$ cat config.mk
export PLATFORM = sky130hd
export DESIGN_NAME = swipe_gesture_classifier_core
export DESIGN_NICKNAME = d
export VERILOG_FILES = /design/src/rtl/core/sgc_pkg.sv /design/src/rtl/core/sgc_front.sv /design/src/rtl/core/sgc_queue.sv /design/src/rtl/core/sgc_back.sv /design/src/rtl/core/swipe_gesture_classifier_core.sv
export SDC_FILE = /design/constraint.sdc
export NUM_CORES = 1
export LEC_CHECK = 0
export BUFFER_PORTS_ARGS = -buffer_cell sky130_fd_sc_hd__buf_2
export CAP_MARGIN = 20
export CORE_MARGIN = 2
export CORE_UTILIZATION = 35
export CTS_CLUSTER_DIAMETER = 200
export DETAILED_ROUTE_END_ITERATION = 8
export PLACE_DENSITY = 0.56
export SETUP_SLACK_MARGIN = 0.3
export SYNTH_ARGS = -nofsm -noshare
export SYNTH_HDL_FRONTEND = slang
export SYNTH_SLANG_ARGS = --single-unit
$ cat constraint.sdc
create_clock -name clk -period 3.1 [get_ports clk]
set_clock_uncertainty 0.15 [all_clocks]
set_input_delay 0.62 -clock clk [delete_from_list [all_inputs] [get_ports clk]]
set_output_delay 0.62 -clock clk [all_outputs]
set_load 0.01 [all_outputs]
$ cat src/rtl/core/sgc_pkg.sv
// ----------------------------------------------------------------------------
// sgc_pkg: shared types and constants of the swipe gesture classifier
// Holds the phase and direction codes, the classified-sample record passed
// from the front end to the back end, and the configuration defaults.
// ----------------------------------------------------------------------------
package sgc_pkg;

  localparam int unsigned COUNT_W         = 8;
  localparam int unsigned DIR_W           = 3;
  localparam int unsigned PHASE_W         = 4;
  localparam int unsigned QUEUE_DEPTH     = 2;
  localparam logic [COUNT_W-1:0] THRESHOLD_RESET = 8'd30;

  typedef enum logic [PHASE_W-1:0] {
    PH_IDLE   = 4'd0,
    PH_WAIT   = 4'd1,
    PH_WAIT2  = 4'd2,
    PH_RIGHT1 = 4'd3,
    PH_RIGHT2 = 4'd4,
    PH_LEFT1  = 4'd5,
    PH_LEFT2  = 4'd6,
    PH_UP1    = 4'd7,
    PH_UP2    = 4'd8,
    PH_DOWN1  = 4'd9,
    PH_DOWN2  = 4'd10
  } phase_t;

  typedef enum logic [DIR_W-1:0] {
    DIR_NONE  = 3'd0,
    DIR_RIGHT = 3'd1,
    DIR_LEFT  = 3'd2,
    DIR_UP    = 3'd3,
    DIR_DOWN  = 3'd4
  } dir_t;

  // Everything the state machine needs to know about one sample.
  typedef struct packed {
    logic cov_none;   // no channel over threshold
    logic cov_all;    // all four channels over threshold
    logic up_max;     // up strictly largest
    logic down_max;
    logic left_max;
    logic right_max;
    logic up_min;     // up strictly smallest
    logic down_min;
    logic left_min;
    logic right_min;
    logic last;       // copy of burst_last
  } class_t;

endpackage

$ cat src/rtl/core/sgc_front.sv
// ----------------------------------------------------------------------------
// sgc_front: sample classifier
// Holds the presence threshold, accepts samples and registers the coverage
// and strict-extremum flags of each one for the queue.
// ----------------------------------------------------------------------------
module sgc_front (
  input  logic                          clk,
  input  logic                          rst_n,
  input  logic                          in_valid,
  output logic                          in_stall,
  input  logic [sgc_pkg::COUNT_W-1:0]   in_up_count,
  input  logic [sgc_pkg::COUNT_W-1:0]   in_down_count,
  input  logic [sgc_pkg::COUNT_W-1:0]   in_left_count,
  input  logic [sgc_pkg::COUNT_W-1:0]   in_right_count,
  input  logic                          in_burst_last,
  input  logic                          cfg_we,
  input  logic [sgc_pkg::COUNT_W-1:0]   cfg_data,
  output logic                          cls_valid,
  output sgc_pkg::class_t               cls_data,
  input  logic                          cls_ready
);
  import sgc_pkg::*;

  logic [COUNT_W-1:0] thr_r;
  logic               valid_r, valid_nxt;
  class_t             cls_r, cls_nxt;
  logic               accept;
  logic               up_cov, down_cov, left_cov, right_cov;

  assign in_stall = valid_r && !cls_ready;
  assign accept   = in_valid && !in_stall;

  always_comb begin
    up_cov    = in_up_count    > thr_r;
    down_cov  = in_down_count  > thr_r;
    left_cov  = in_left_count  > thr_r;
    right_cov = in_right_count > thr_r;

    cls_nxt.cov_none  = !(up_cov || down_cov || left_cov || right_cov);
    cls_nxt.cov_all   = up_cov && down_cov && left_cov && right_cov;
    cls_nxt.up_max    = (in_up_count > in_down_count) && (in_up_count > in_left_count)
                        && (in_up_count > in_right_count);
    cls_nxt.down_max  = (in_down_count > in_up_count) && (in_down_count > in_left_count)
                        && (in_down_count > in_right_count);
    cls_nxt.left_max  = (in_left_count > in_up_count) && (in_left_count > in_down_count)
                        && (in_left_count > in_right_count);
    cls_nxt.right_max = (in_right_count > in_up_count) && (in_right_count > in_down_count)
                        && (in_right_count > in_left_count);
    cls_nxt.up_min    = (in_up_count < in_down_count) && (in_up_count < in_left_count)
                        && (in_up_count < in_right_count);
    cls_nxt.down_min  = (in_down_count < in_up_count) && (in_down_count < in_left_count)
                        && (in_down_count < in_right_count);
    cls_nxt.left_min  = (in_left_count < in_up_count) && (in_left_count < in_down_count)
                        && (in_left_count < in_right_count);
    cls_nxt.right_min = (in_right_count < in_up_count) && (in_right_count < in_down_count)
                        && (in_right_count < in_left_count);
    cls_nxt.last      = in_burst_last;
  end

  always_comb begin
    if (accept) begin
      valid_nxt = 1'b1;
    end else if (cls_ready) begin
      valid_nxt = 1'b0;
    end else begin
      valid_nxt = valid_r;
    end
  end

  always_ff @(posedge clk) begin
    if (!rst_n) begin
      thr_r   <= THRESHOLD_RESET;
      valid_r <= 1'b0;
    end else begin
      valid_r <= valid_nxt;
      if (cfg_we) begin
        thr_r <= cfg_data;
      end
    end
  end

  always_ff @(posedge clk) begin
    if (accept) begin
      cls_r <= cls_nxt;
    end
  end

  assign cls_valid = valid_r;
  assign cls_data  = cls_r;

`ifndef SYNTHESIS
  // A classified item that the queue refused must still be there, unchanged.
  a_hold_when_full: assert property (@(posedge clk) disable iff (!rst_n)
    (valid_r && !cls_ready) |=> (valid_r && $stable(cls_r)))
    else $error("front item lost or changed while the queue was full");
`endif

endmodule

$ cat src/rtl/core/sgc_queue.sv
// ----------------------------------------------------------------------------
// sgc_queue: short FIFO between the classifier and the state machine
// Lets the front end keep accepting samples while the back end is stalled.
// ----------------------------------------------------------------------------
module sgc_queue #(
  parameter int unsigned Width = 11,
  parameter int unsigned Depth = sgc_pkg::QUEUE_DEPTH
) (
  input  logic             clk,
  input  logic             rst_n,
  input  logic             push_valid,
  output logic             push_ready,
  input  logic [Width-1:0] push_data,
  output logic             pop_valid,
  input  logic             pop_ready,
  output logic [Width-1:0] pop_data
);
  import sgc_pkg::*;

  localparam int unsigned PtrW = $clog2(Depth);
  localparam int unsigned CntW = $clog2(Depth + 1);

  logic [Width-1:0] mem_r [Depth];
  logic [PtrW-1:0]  wr_ptr_r, wr_ptr_nxt;
  logic [PtrW-1:0]  rd_ptr_r, rd_ptr_nxt;
  logic [CntW-1:0]  cnt_r, cnt_nxt;
  logic             push, pop;

  assign push_ready = cnt_r != CntW'(Depth);
  assign pop_valid  = cnt_r != '0;
  assign push       = push_valid && push_ready;
  assign pop        = pop_valid && pop_ready;
  assign pop_data   = mem_r[rd_ptr_r];

  always_comb begin
    wr_ptr_nxt = wr_ptr_r;
    rd_ptr_nxt = rd_ptr_r;
    cnt_nxt    = cnt_r;
    if (push) begin
      wr_ptr_nxt = (wr_ptr_r == PtrW'(Depth - 1)) ? '0 : wr_ptr_r + 1'b1;
    end
    if (pop) begin
      rd_ptr_nxt = (rd_ptr_r == PtrW'(Depth - 1)) ? '0 : rd_ptr_r + 1'b1;
    end
    if (push && !pop) begin
      cnt_nxt = cnt_r + 1'b1;
    end else if (pop && !push) begin
      cnt_nxt = cnt_r - 1'b1;
    end
  end

  always_ff @(posedge clk) begin
    if (!rst_n) begin
      wr_ptr_r <= '0;
      rd_ptr_r <= '0;
      cnt_r    <= '0;
    end else begin
      wr_ptr_r <= wr_ptr_nxt;
      rd_ptr_r <= rd_ptr_nxt;
      cnt_r    <= cnt_nxt;
    end
  end

  always_ff @(posedge clk) begin
    if (push) begin
      mem_r[wr_ptr_r] <= push_data;
    end
  end

`ifndef SYNTHESIS
  a_cnt_bound: assert property (@(posedge clk) disable iff (!rst_n)
    cnt_r <= CntW'(Depth))
    else $error("queue fill count beyond depth");

  a_pop_empty: assert property (@(posedge clk) disable iff (!rst_n)
    (cnt_r == CntW'(1) && pop && !push) |=> !pop_valid)
    else $error("queue not empty after last item was taken");
`endif

endmodule

$ cat src/rtl/core/sgc_back.sv
// ----------------------------------------------------------------------------
// sgc_back: swipe state machine and result register
// Applies one classified sample per cycle to the gesture state unless the
// output stalls, and holds the result until the downstream side takes it.
// ----------------------------------------------------------------------------
module sgc_back (
  input  logic                        clk,
  input  logic                        rst_n,
  input  logic                        cls_valid,
  output logic                        cls_ready,
  input  sgc_pkg::class_t             cls_data,
  output logic                        out_valid,
  input  logic                        out_stall,
  output logic [sgc_pkg::DIR_W-1:0]   out_direction,
  output logic [sgc_pkg::PHASE_W-1:0] out_phase,
  output logic                        out_result_last
);
  import sgc_pkg::*;

  phase_t phase_r, phase_nxt;
  dir_t   dir_r, dir_nxt;
  logic   out_valid_r, out_valid_nxt;
  logic   last_r;
  logic   take, pop;

  assign take      = !out_valid_r || !out_stall;
  assign cls_ready = take;
  assign pop       = cls_valid && take;

  // Next state.
  always_comb begin
    phase_nxt = phase_r;
    unique case (phase_r)
      PH_WAIT, PH_WAIT2: begin
        if (cls_data.cov_none) begin
          phase_nxt = PH_IDLE;
        end
      end
      PH_RIGHT1: begin
        if (cls_data.cov_none) begin
          phase_nxt = PH_WAIT;
        end else if (cls_data.cov_all) begin
          phase_nxt = PH_RIGHT2;
        end
      end
      PH_LEFT1: begin
        if (cls_data.cov_none) begin
          phase_nxt = PH_WAIT;
        end else if (cls_data.cov_all) begin
          phase_nxt = PH_LEFT2;
        end
      end
      PH_UP1: begin
        if (cls_data.cov_none) begin
          phase_nxt = PH_WAIT;
        end else if (cls_data.cov_all) begin
          phase_nxt = PH_UP2;
        end
      end
      PH_DOWN1: begin
        if (cls_data.cov_none) begin
          phase_nxt = PH_WAIT;
        end else if (cls_data.cov_all) begin
          phase_nxt = PH_DOWN2;
        end
      end
      PH_RIGHT2: begin
        if (!cls_data.cov_all) begin
          phase_nxt = cls_data.left_min ? PH_WAIT2 : PH_WAIT;
        end
      end
      PH_LEFT2: begin
        if (!cls_data.cov_all) begin
          phase_nxt = cls_data.right_min ? PH_WAIT2 : PH_WAIT;
        end
      end
      PH_UP2: begin
        if (!cls_data.cov_all) begin
          phase_nxt = cls_data.down_min ? PH_WAIT2 : PH_WAIT;
        end
      end
      PH_DOWN2: begin
        if (!cls_data.cov_all) begin
          phase_nxt = cls_data.up_min ? PH_WAIT2 : PH_WAIT;
        end
      end
      default: begin
        // Idle, and any unused code behaves as idle.
        phase_nxt = PH_IDLE;
        if (!cls_data.cov_none) begin
          if (cls_data.up_max) begin
            phase_nxt = PH_DOWN1;
          end else if (cls_data.down_max) begin
            phase_nxt = PH_UP1;
          end else if (cls_data.left_max) begin
            phase_nxt = PH_RIGHT1;
          end else if (cls_data.right_max) begin
            phase_nxt = PH_LEFT1;
          end else if (cls_data.cov_all) begin
            phase_nxt = PH_WAIT;
          end
        end
      end
    endcase
  end

  // Held direction.
  always_comb begin
    dir_nxt = dir_r;
    if (phase_r == PH_WAIT || phase_nxt == PH_WAIT) begin
      dir_nxt = DIR_NONE;
    end else if (phase_nxt == PH_WAIT2) begin
      unique case (phase_r)
        PH_RIGHT2: dir_nxt = DIR_RIGHT;
        PH_LEFT2:  dir_nxt = DIR_LEFT;
        PH_UP2:    dir_nxt = DIR_UP;
        PH_DOWN2:  dir_nxt = DIR_DOWN;
        default:   dir_nxt = dir_r;
      endcase
    end
  end

  always_comb begin
    if (pop) begin
      out_valid_nxt = 1'b1;
    end else if (out_stall) begin
      out_valid_nxt = out_valid_r;
    end else begin
      out_valid_nxt = 1'b0;
    end
  end

  always_ff @(posedge clk) begin
    if (!rst_n) begin
      phase_r     <= PH_IDLE;
      dir_r       <= DIR_NONE;
      out_valid_r <= 1'b0;
    end else begin
      out_valid_r <= out_valid_nxt;
      if (pop) begin
        phase_r <= phase_nxt;
        dir_r   <= dir_nxt;
      end
    end
  end

  always_ff @(posedge clk) begin
    if (pop) begin
      last_r <= cls_data.last;
    end
  end

  assign out_valid       = out_valid_r;
  assign out_direction   = dir_r;
  assign out_phase       = phase_r;
  assign out_result_last = last_r;

`ifndef SYNTHESIS
  a_wait_clears_dir: assert property (@(posedge clk) disable iff (!rst_n)
    (phase_r == PH_WAIT) |-> (dir_r == DIR_NONE))
    else $error("direction held while in wait");

  a_wait2_releases: assert property (@(posedge clk) disable iff (!rst_n)
    (pop && phase_r == PH_WAIT2 && cls_data.cov_none) |=> (phase_r == PH_IDLE))
    else $error("reported wait did not return to idle on an empty sample");
`endif

endmodule

$ cat src/rtl/core/swipe_gesture_classifier_core.sv
// ----------------------------------------------------------------------------
// swipe_gesture_classifier_core: swipe gesture classifier, top level
//
//   channel  direction  handshake          payload
//   in       input      in_valid/in_stall  up/down/left/right counts, burst_last
//   out      output     out_valid/out_stall direction, phase, result_last
//   cfg      input      cfg_valid/cfg_ready presence threshold (8 bit)
//
// One item is accepted per cycle sustained while the output is not stalled;
// every item gives exactly one result, passing in order through the
// classifier register, the queue and the result register.
// The state machine update is the feedback loop that sets this rate.
// Reset is synchronous: the machine returns to idle with no direction held
// and the threshold goes back to 30.
// A stall on the output fills the queue first; in_stall rises only once the
// queue and the classifier register are both full.
// The threshold write port is always ready and takes effect on the next item.
// ----------------------------------------------------------------------------
module swipe_gesture_classifier_core #(
  parameter int unsigned QueueDepth = sgc_pkg::QUEUE_DEPTH
) (
  input  logic                        clk,
  input  logic                        rst_n,
  input  logic                        in_valid,
  output logic                        in_stall,
  input  logic [sgc_pkg::COUNT_W-1:0] in_up_count,
  input  logic [sgc_pkg::COUNT_W-1:0] in_down_count,
  input  logic [sgc_pkg::COUNT_W-1:0] in_left_count,
  input  logic [sgc_pkg::COUNT_W-1:0] in_right_count,
  input  logic                        in_burst_last,
  output logic                        out_valid,
  input  logic                        out_stall,
  output logic [sgc_pkg::DIR_W-1:0]   out_direction,
  output logic [sgc_pkg::PHASE_W-1:0] out_phase,
  output logic                        out_result_last,
  input  logic                        cfg_valid,
  output logic                        cfg_ready,
  input  logic [sgc_pkg::COUNT_W-1:0] cfg_presence_threshold
);
  import sgc_pkg::*;

  localparam int unsigned ClsW = $bits(class_t);

  logic   front_valid, front_ready;
  class_t front_data;
  logic   back_valid, back_ready;
  class_t back_data;

  // The threshold register lives in the classifier; writes are never held.
  assign cfg_ready = 1'b1;

  // Front end: threshold compares and strict max/min flags, registered.
  sgc_front u_front (
    .clk            (clk),
    .rst_n          (rst_n),
    .in_valid       (in_valid),
    .in_stall       (in_stall),
    .in_up_count    (in_up_count),
    .in_down_count  (in_down_count),
    .in_left_count  (in_left_count),
    .in_right_count (in_right_count),
    .in_burst_last  (in_burst_last),
    .cfg_we         (cfg_valid && cfg_ready),
    .cfg_data       (cfg_presence_threshold),
    .cls_valid      (front_valid),
    .cls_data       (front_data),
    .cls_ready      (front_ready)
  );

  // Queue decouples the classifier from the state machine.
  sgc_queue #(
    .Width (ClsW),
    .Depth (QueueDepth)
  ) u_queue (
    .clk        (clk),
    .rst_n      (rst_n),
    .push_valid (front_valid),
    .push_ready (front_ready),
    .push_data  (front_data),
    .pop_valid  (back_valid),
    .pop_ready  (back_ready),
    .pop_data   (back_data)
  );

  // Back end: swipe state machine and result register.
  sgc_back u_back (
    .clk             (clk),
    .rst_n           (rst_n),
    .cls_valid       (back_valid),
    .cls_ready       (back_ready),
    .cls_data        (back_data),
    .out_valid       (out_valid),
    .out_stall       (out_stall),
    .out_direction   (out_direction),
    .out_phase       (out_phase),
    .out_result_last (out_result_last)
  );

endmodule
==> results of run 1 <==
## sequential cells by signal, indices dropped and copies added (netlist names), named ones only
name and cells:
u_queue.mem_r 22, u_front.cls_data 11, u_front.thr_r 8, u_back.out_phase 4
u_back.out_direction 3, u_queue.cnt_r 2, u_back.out_result_last 1, u_back.out_valid 1
u_front.cls_valid 1, u_queue.rd_ptr_r 1, u_queue.wr_ptr_r 1
## stage by stage
step                setup WS [ns]  hold WS [ns]  std cells  power, uW
global placement            0.407         0.275        671       2290
floorplan                   0.897         0.271        454       1980
CTS                         0.520         0.290        679       2970
global route                0.300         0.307        679       3170
detailed placement          0.477         0.281        671       2300
finish                      0.476         0.291        679       2950
## worst max-delay path, cell delays in order, from the launching register on
cell and delay [ns]:
dfxtp_1 0.78, mux2i_1 0.53, o21ai_0 0.19, a211oi_1 0.31, o221ai_2 0.19, and2_4 0.19
a21oi_1 0.11, o21ai_1 0.07
## per-layer routing
metal / track usage (%) / up-vias / wire length, um
li1: - / 1803 / -
met1: 20.3 / 1624 / 4660
met2: 30.1 / 87 / 5140
met3: 1.90 / 21 / 323
met4: 6.10 / 0 / 344
met5: 0 / - / 0
## final cells by class
type	instances	area, um2
sequential	56	1460
fill	1196	7100
multi-input combinational	345	2640
inverter	43	161
clock buffer	5	125
timing repair buffer	59	305
tap	168	210
clock inverter	3	50.0
## synthesized netlist by cell type (7+ instances only)
library cell	instances	share of area (%)
mux2i_1	8	1.8
ha_1	81	23
edfxtp_1	34	24
o21ai_0	26	3.0
nor2_1	28	2.4
nand4_1	16	2.3
dfxtp_1	22	10
nor3_1	13	1.5
inv_1	42	3.6
a21oi_1	35	4.0
nand2b_1	9	1.3
a21o_1	17	2.9
nor2b_1	15	2.2
nand3_1	7	0.81
nand2_1	17	1.5
## how the worst min path moves through the flow
| stage | end | start | cells past startpoint |
|---|---|---|---|
| detailed placement | u_queue.mem_r[0][4] | u_front.cls_data[4] | 0 |
| floorplan | u_queue.mem_r[0][0] | u_front.cls_data[0] | 0 |
| global route | u_queue.mem_r[1][4] | u_front.cls_data[4] | 0 |
| CTS | u_queue.mem_r[1][4] | u_front.cls_data[4] | 0 |
| finish | u_queue.mem_r[1][4] | u_front.cls_data[4] | 0 |
| global placement | u_queue.mem_r[1][4] | u_front.cls_data[4] | 0 |
## cells by family after synthesis
family | after synthesis
compound gates | 122
buf+inv | 53
flops | 56
fa+ha+maj | 81
simple gates | 125
other cells | 1
mux | 12
xor+xnor | 4
## power groups by stage
stage / Sequential, uW / Clock [uW] / Combinational (uW)
floorplan: 1010 / 0 / 970
global placement: 1070 / 0 / 1220
detailed placement: 1080 / 0 / 1220
CTS: 1060 / 674 / 1230
global route: 1080 / 698 / 1380
finish: 1060 / 654 / 1240
==> qor.yml, run 1 <==
final_layout:
  layout_commonest_cell: "ha_1"
  layout-drive-gt1-share_pct: 15.1
  area_growth_pct: 14.4
  num_antenna_cells: 0
  layout.nets: 637
  fin_area_mm2: 0.00496
  utilization_pct: 41.1
  final_cell_mix: "81 x ha_1, 55 x buf_2, 42 x inv_1, 35 x a21oi_1, 34 x edfxtp_1"
timing:
  slew_headroom_pct: 38.2
  tightest_slew_ns: 0.923
  period_minus_slack_ns: 2.62
  setup_violations: 0
  drv_slew: 0
  fin_setup_tns_ns: 0
  grt_setup_unrepaired: "false"
  max_clock_freq_mhz: 381
  finalHoldViolCount: 0
  fin_crit_sh_pct: 84.6
synth:
  synth_seq_cells: 56
  synth_top_family_by_area: "adder cells"
  synthSimpleGateAreaFrac_pct: 15.4
  netlist_area_mm2: 0.00433
  syn_nets: 581
  synth_adder_area_share_pct: 23.4
  ys.flop_type: "edfxtp_1"
  seq_area_frac_synth_pct: 33.7
  synth_edf_count: 34
  synthArstFlopShare_pct: 0
  synth.distinct_cells: 59
  synth_mux_area_share_pct: 3.15
  synthCells: 454
  synth-xor-area-share_pct: 0.809
  synth-compound-area-share_pct: 18.2
  yosysWarningCount: 0
  avgSynthCellArea_um2: 9.54
run:
  maxCapViolCount: 0
critical_path:
  cp.required_ns: 3.14
  r2r_cells: 7
  cp_max_fo: 16
  reg2reg_setup_slack_ns: 0.48
  worstSetupPathType: "flip-flop to flip-flop"
  arrival_ns: 2.66
  worstSetupEndpointType: "flip-flop"
  r2r-end: "u_back.out_direction[2]"
  startpoint_type: "flip-flop"
  endpoint: "u_back.out_direction[2]"
grt:
  gr-usage-all-layers_pct: 16.7
  grt_max_degree: 20
  grt_pass1_wl_mm: 17.5
  grt-ovfl-total: 0
  grt_pass1_vias: 3534
  antenna_found_initial: 0
floorplan:
  die_h_um: 115
  dieArea_mm2: 0.0133
  rows: 40
  initial_core_util_pct: 35.9
  die_w_um: 115
  io_pins: 57
  core_mm2: 0.0121
pwr:
  p_per_area_mw_per_mm2: 596
  ir_drop_mv: 0.265
  power.switching_uw: 1120
  internal_power_uw: 1830
  p_comb_share_pct: 41.9
  clkPwrFrac_pct: 22.2
  leakage_uw: 0.00229
  switching_share_pct: 38.0
  power.share.sequential_pct: 35.9
cts:
  clk_pin_slew_ns: 0.08
  tritoncts.num_buffers: 5
  cts_buffer_depth: 2
  cts_tree: "built"
  cts_root_buf: "clkbuf_16"
  cts-resized-gates: 0
  cts.sinks: 56
  insertion_delay_ns: 0.29
  cts_hold_buf: 0
  htreeDepth: 2
  cts_setup_buffers: 0
routing:
  drtPass1Iterations: 4
  detail_route.wirelength_mm: 10.5
  drc: 0
  wire_per_inst_um: 15.4
  vias_per_cell: 5.21
  vias: 3535
  antenna_left: 0
  drt_iter0_drc: 298
placement:
  port_buffers: 55
  place_area_mm2: 0.00478
  gp_congestion: 0.924
  hpwl_mm: 8.76
run_status:
  status: "complete, no violations"
min_path:
  hp-class: "flip-flop to flip-flop"
Power figures use the tool's default switching activity.
==> inputs of run 2 (changes only) <==
--- a/config.mk
+++ b/config.mk
@@ -11,7 +11,7 @@
 export CORE_UTILIZATION = 35
 export CTS_CLUSTER_DIAMETER = 200
 export DETAILED_ROUTE_END_ITERATION = 8
-export PLACE_DENSITY = 0.56
+export PLACE_DENSITY = 0.58
 export SETUP_SLACK_MARGIN = 0.3
 export SYNTH_ARGS = -nofsm -noshare
 export SYNTH_HDL_FRONTEND = slang
==> constraint.sdc (replaced) <==
create_clock -name clk -period 2.2 [get_ports clk]
set_clock_uncertainty 0.15 [all_clocks]
set_input_delay 0.44 -clock clk [delete_from_list [all_inputs] [get_ports clk]]
set_output_delay 0.44 -clock clk [all_outputs]
set_load 0.01 [all_outputs]
==> qor.yml, run 2 (synthesis gave the netlist of run 1 again) <==
timing:
  setup_violations: 0  # unchanged
  grt_setup_unrepaired: "true"
  fin_setup_tns_ns: 0  # unchanged
  setup_ws_ns: 0.128  # -0.348 ns
  fin_crit_sh_pct: 94.2  # +9.5 points
  period_minus_slack_ns: 2.07  # -0.552 ns
  drv_slew: 0  # unchanged
  tightest_slew_ns: 0.512  # -0.411 ns
  finalHoldViolCount: 0  # unchanged
  slew_headroom_pct: 65.9  # +28 points
  max_clock_freq_mhz: 483  # +27%
cts:
  cts_buffer_depth: 2  # unchanged
  cts_tree: "built"
  insertion_delay_ns: 0.30  # about the same
  clk_pin_slew_ns: 0.08  # about the same
  cts_root_buf: "clkbuf_16"
  htreeDepth: 2  # unchanged
  cts.sinks: 56  # unchanged
  tritoncts.num_buffers: 5  # unchanged
  cts_hold_buf: 0  # unchanged
routing:
  wl_met3_um: 281  # -13%
  maxUsedRoutingLayer: "met4"
  wl_met1_mm: 4.81  # +3.2%
  wl_met2_mm: 5.85  # +14%
  vias_per_cell: 5.18  # -0.57%
  drt_iter0_drc: 180  # -40%
  drc: 0  # unchanged
  drtPass1Iterations: 4  # unchanged
  detail_route.wirelength_mm: 11.2  # +7.0%
  vias: 3758  # +6.3%
  wire_per_inst_um: 15.4  # +0.11%
  antenna_left: 0  # unchanged
critical_path:
  cp_max_fo: 8  # -8
  path_cells: "buf_12 -> buf_4 -> mux2_4 -> o41ai_4 -> o221ai_2 -> buf_4 -> a21oi_2 -> a21oi_1 -> o21ai_1"
  path_delay_family: "compound AO/OA/AOI/OAI gates"
  crit_slowest_cell: "dfxtp_2"
  crit_top_cell: "buf_4"
  critPathMaxStageDelay_ns: 0.33  # -0.45 ns
  worstSetupPathType: "flip-flop to flip-flop"
  arrival_ns: 2.15  # -0.51 ns
  cp.required_ns: 2.28  # -0.86 ns
  crit_buf_inv: 3  # +3
  worstSetupEndpointType: "flip-flop"
  startpoint_type: "flip-flop"
final_layout:
  layout-drive-gt1-share_pct: 35.3  # +20 points
  final_cell_mix: "74 x ha_1, 53 x buf_2, 46 x buf_4, 34 x edfxtp_1, 33 x inv_1"
  num_antenna_cells: 0  # unchanged
  largest_register_ffs: 22  # unchanged
  num-fill-cells: 1156  # -3.3%
  multi_input_area_mm2: 0.00299  # +13%
  seqCellArea_mm2: 0.00147  # +0.60%
  layout_commonest_cell: "ha_1"
  utilization_pct: 47.1  # +6.0 points
  area_growth_pct: 31.2
  layout.nets: 684  # +7.4%
  largest_register: "u_queue.mem_r"
floorplan:
  dieArea_mm2: 0.0133  # unchanged
  die_w_um: 115  # unchanged
  core_mm2: 0.0121  # unchanged
  die_h_um: 115  # unchanged
  rows: 40  # unchanged
  initial_core_util_pct: 35.9  # unchanged
  io_pins: 57  # unchanged
pwr:
  ir_drop_mv: 0.389  # +47%
  leakage_uw: 0.00257  # +12%
  p_per_area_mw_per_mm2: 862  # +45%
grt:
  grt_pass1_vias: 3755  # +6.3%
  gr-usage-all-layers_pct: 17.4  # +0.76 points
  antenna_found_initial: 0  # unchanged
  grt_pass1_wl_mm: 18.2  # +4.0%
  grt-ovfl-total: 0  # unchanged
  grt_max_degree: 19  # -5.0%
placement:
  gp_congestion: 0.886  # -4.1%
  port_buffers: 55  # unchanged
  hpwl_mm: 9.09  # +3.7%
  dp_slack_ns: -0.190  # -0.667 ns
run:
  maxCapViolCount: 0  # unchanged
min_path:
  hp-class: "input pin to flip-flop"
run_status:
  status: "complete, no violations"
run 2: cell count changes in the layout (fill, tap and decap cells not counted), moves of 8 or more:
cell	delta
inv_2	+8
buf_4	+42
o21ai_1	+12
inv_1	-9
a21oi_1	-15
a21oi_2	+15
o21ai_0	-23
o21ai_2	+11
run 2: worst paths after layout:
kind | startpoint | end | slack [ns] | depth (start not counted)
min reg2reg | u_front.cls_data[6] | u_queue.mem_r[1][6] | 0.29 | 0
min | in_burst_last | u_front.cls_data[0] | 0.18 | 1
max reg2reg | flip-flop | u_back.out_direction[0] | 0.13 | 9
max | flip-flop | u_back.out_direction[0] | 0.13 | 9
run 2: repair_timing:
| item | 4_1_cts | 5_1_grt |
|---|---|---|
| endpoints found under the setup margin | 16 | 17 |
| resized for setup | 47 | 56 |
| pin swaps | 15 | 20 |
| setup buffers | 6 | 2 |
run 2: final cells by class:
cell class	instances	share of cell area, %
clock buffers	6	2.44
flip-flops and latches	56	25.9
inverters	43	2.88
repair buffers	106	12.2
multi-input cells	345	52.6
well taps	168	3.70
clock inverters	2	0.308
run 2: routing by layer:
layer | GRT usage [%] | up-vias
met3 | 2.11 | 19
met2 | 32.4 | 67
met4 | 6.02 | 0
met5 | 0 | -
met1 | 20.6 | 1773
li1 | - | 1899
run 2: through the flow:
stage          cell area [um2]  hold slack (ns)  power, uW  instances
3_3_place_gp              5100            0.276       3680        710
3_5_place_dp              5100            0.283       3700        710
5_1_grt                   5680            0.168       5220        726
6_report                  5680            0.178       4900        726
2_1_floorplan             4350            0.271       2840        454
4_1_cts                   5470            0.172       4730        724
run 2: power by group:
group	internal, uW	switching, uW
registers	1300	144
clock network	463	372
logic	1250	1370
run 2: worst reg2reg max path, delay by kind of cell (launching register included):
kind,cells,cell delay (ns)
compound gates,5,0.76
buf+inv,3,0.46
flops,1,0.33
mux,1,0.33
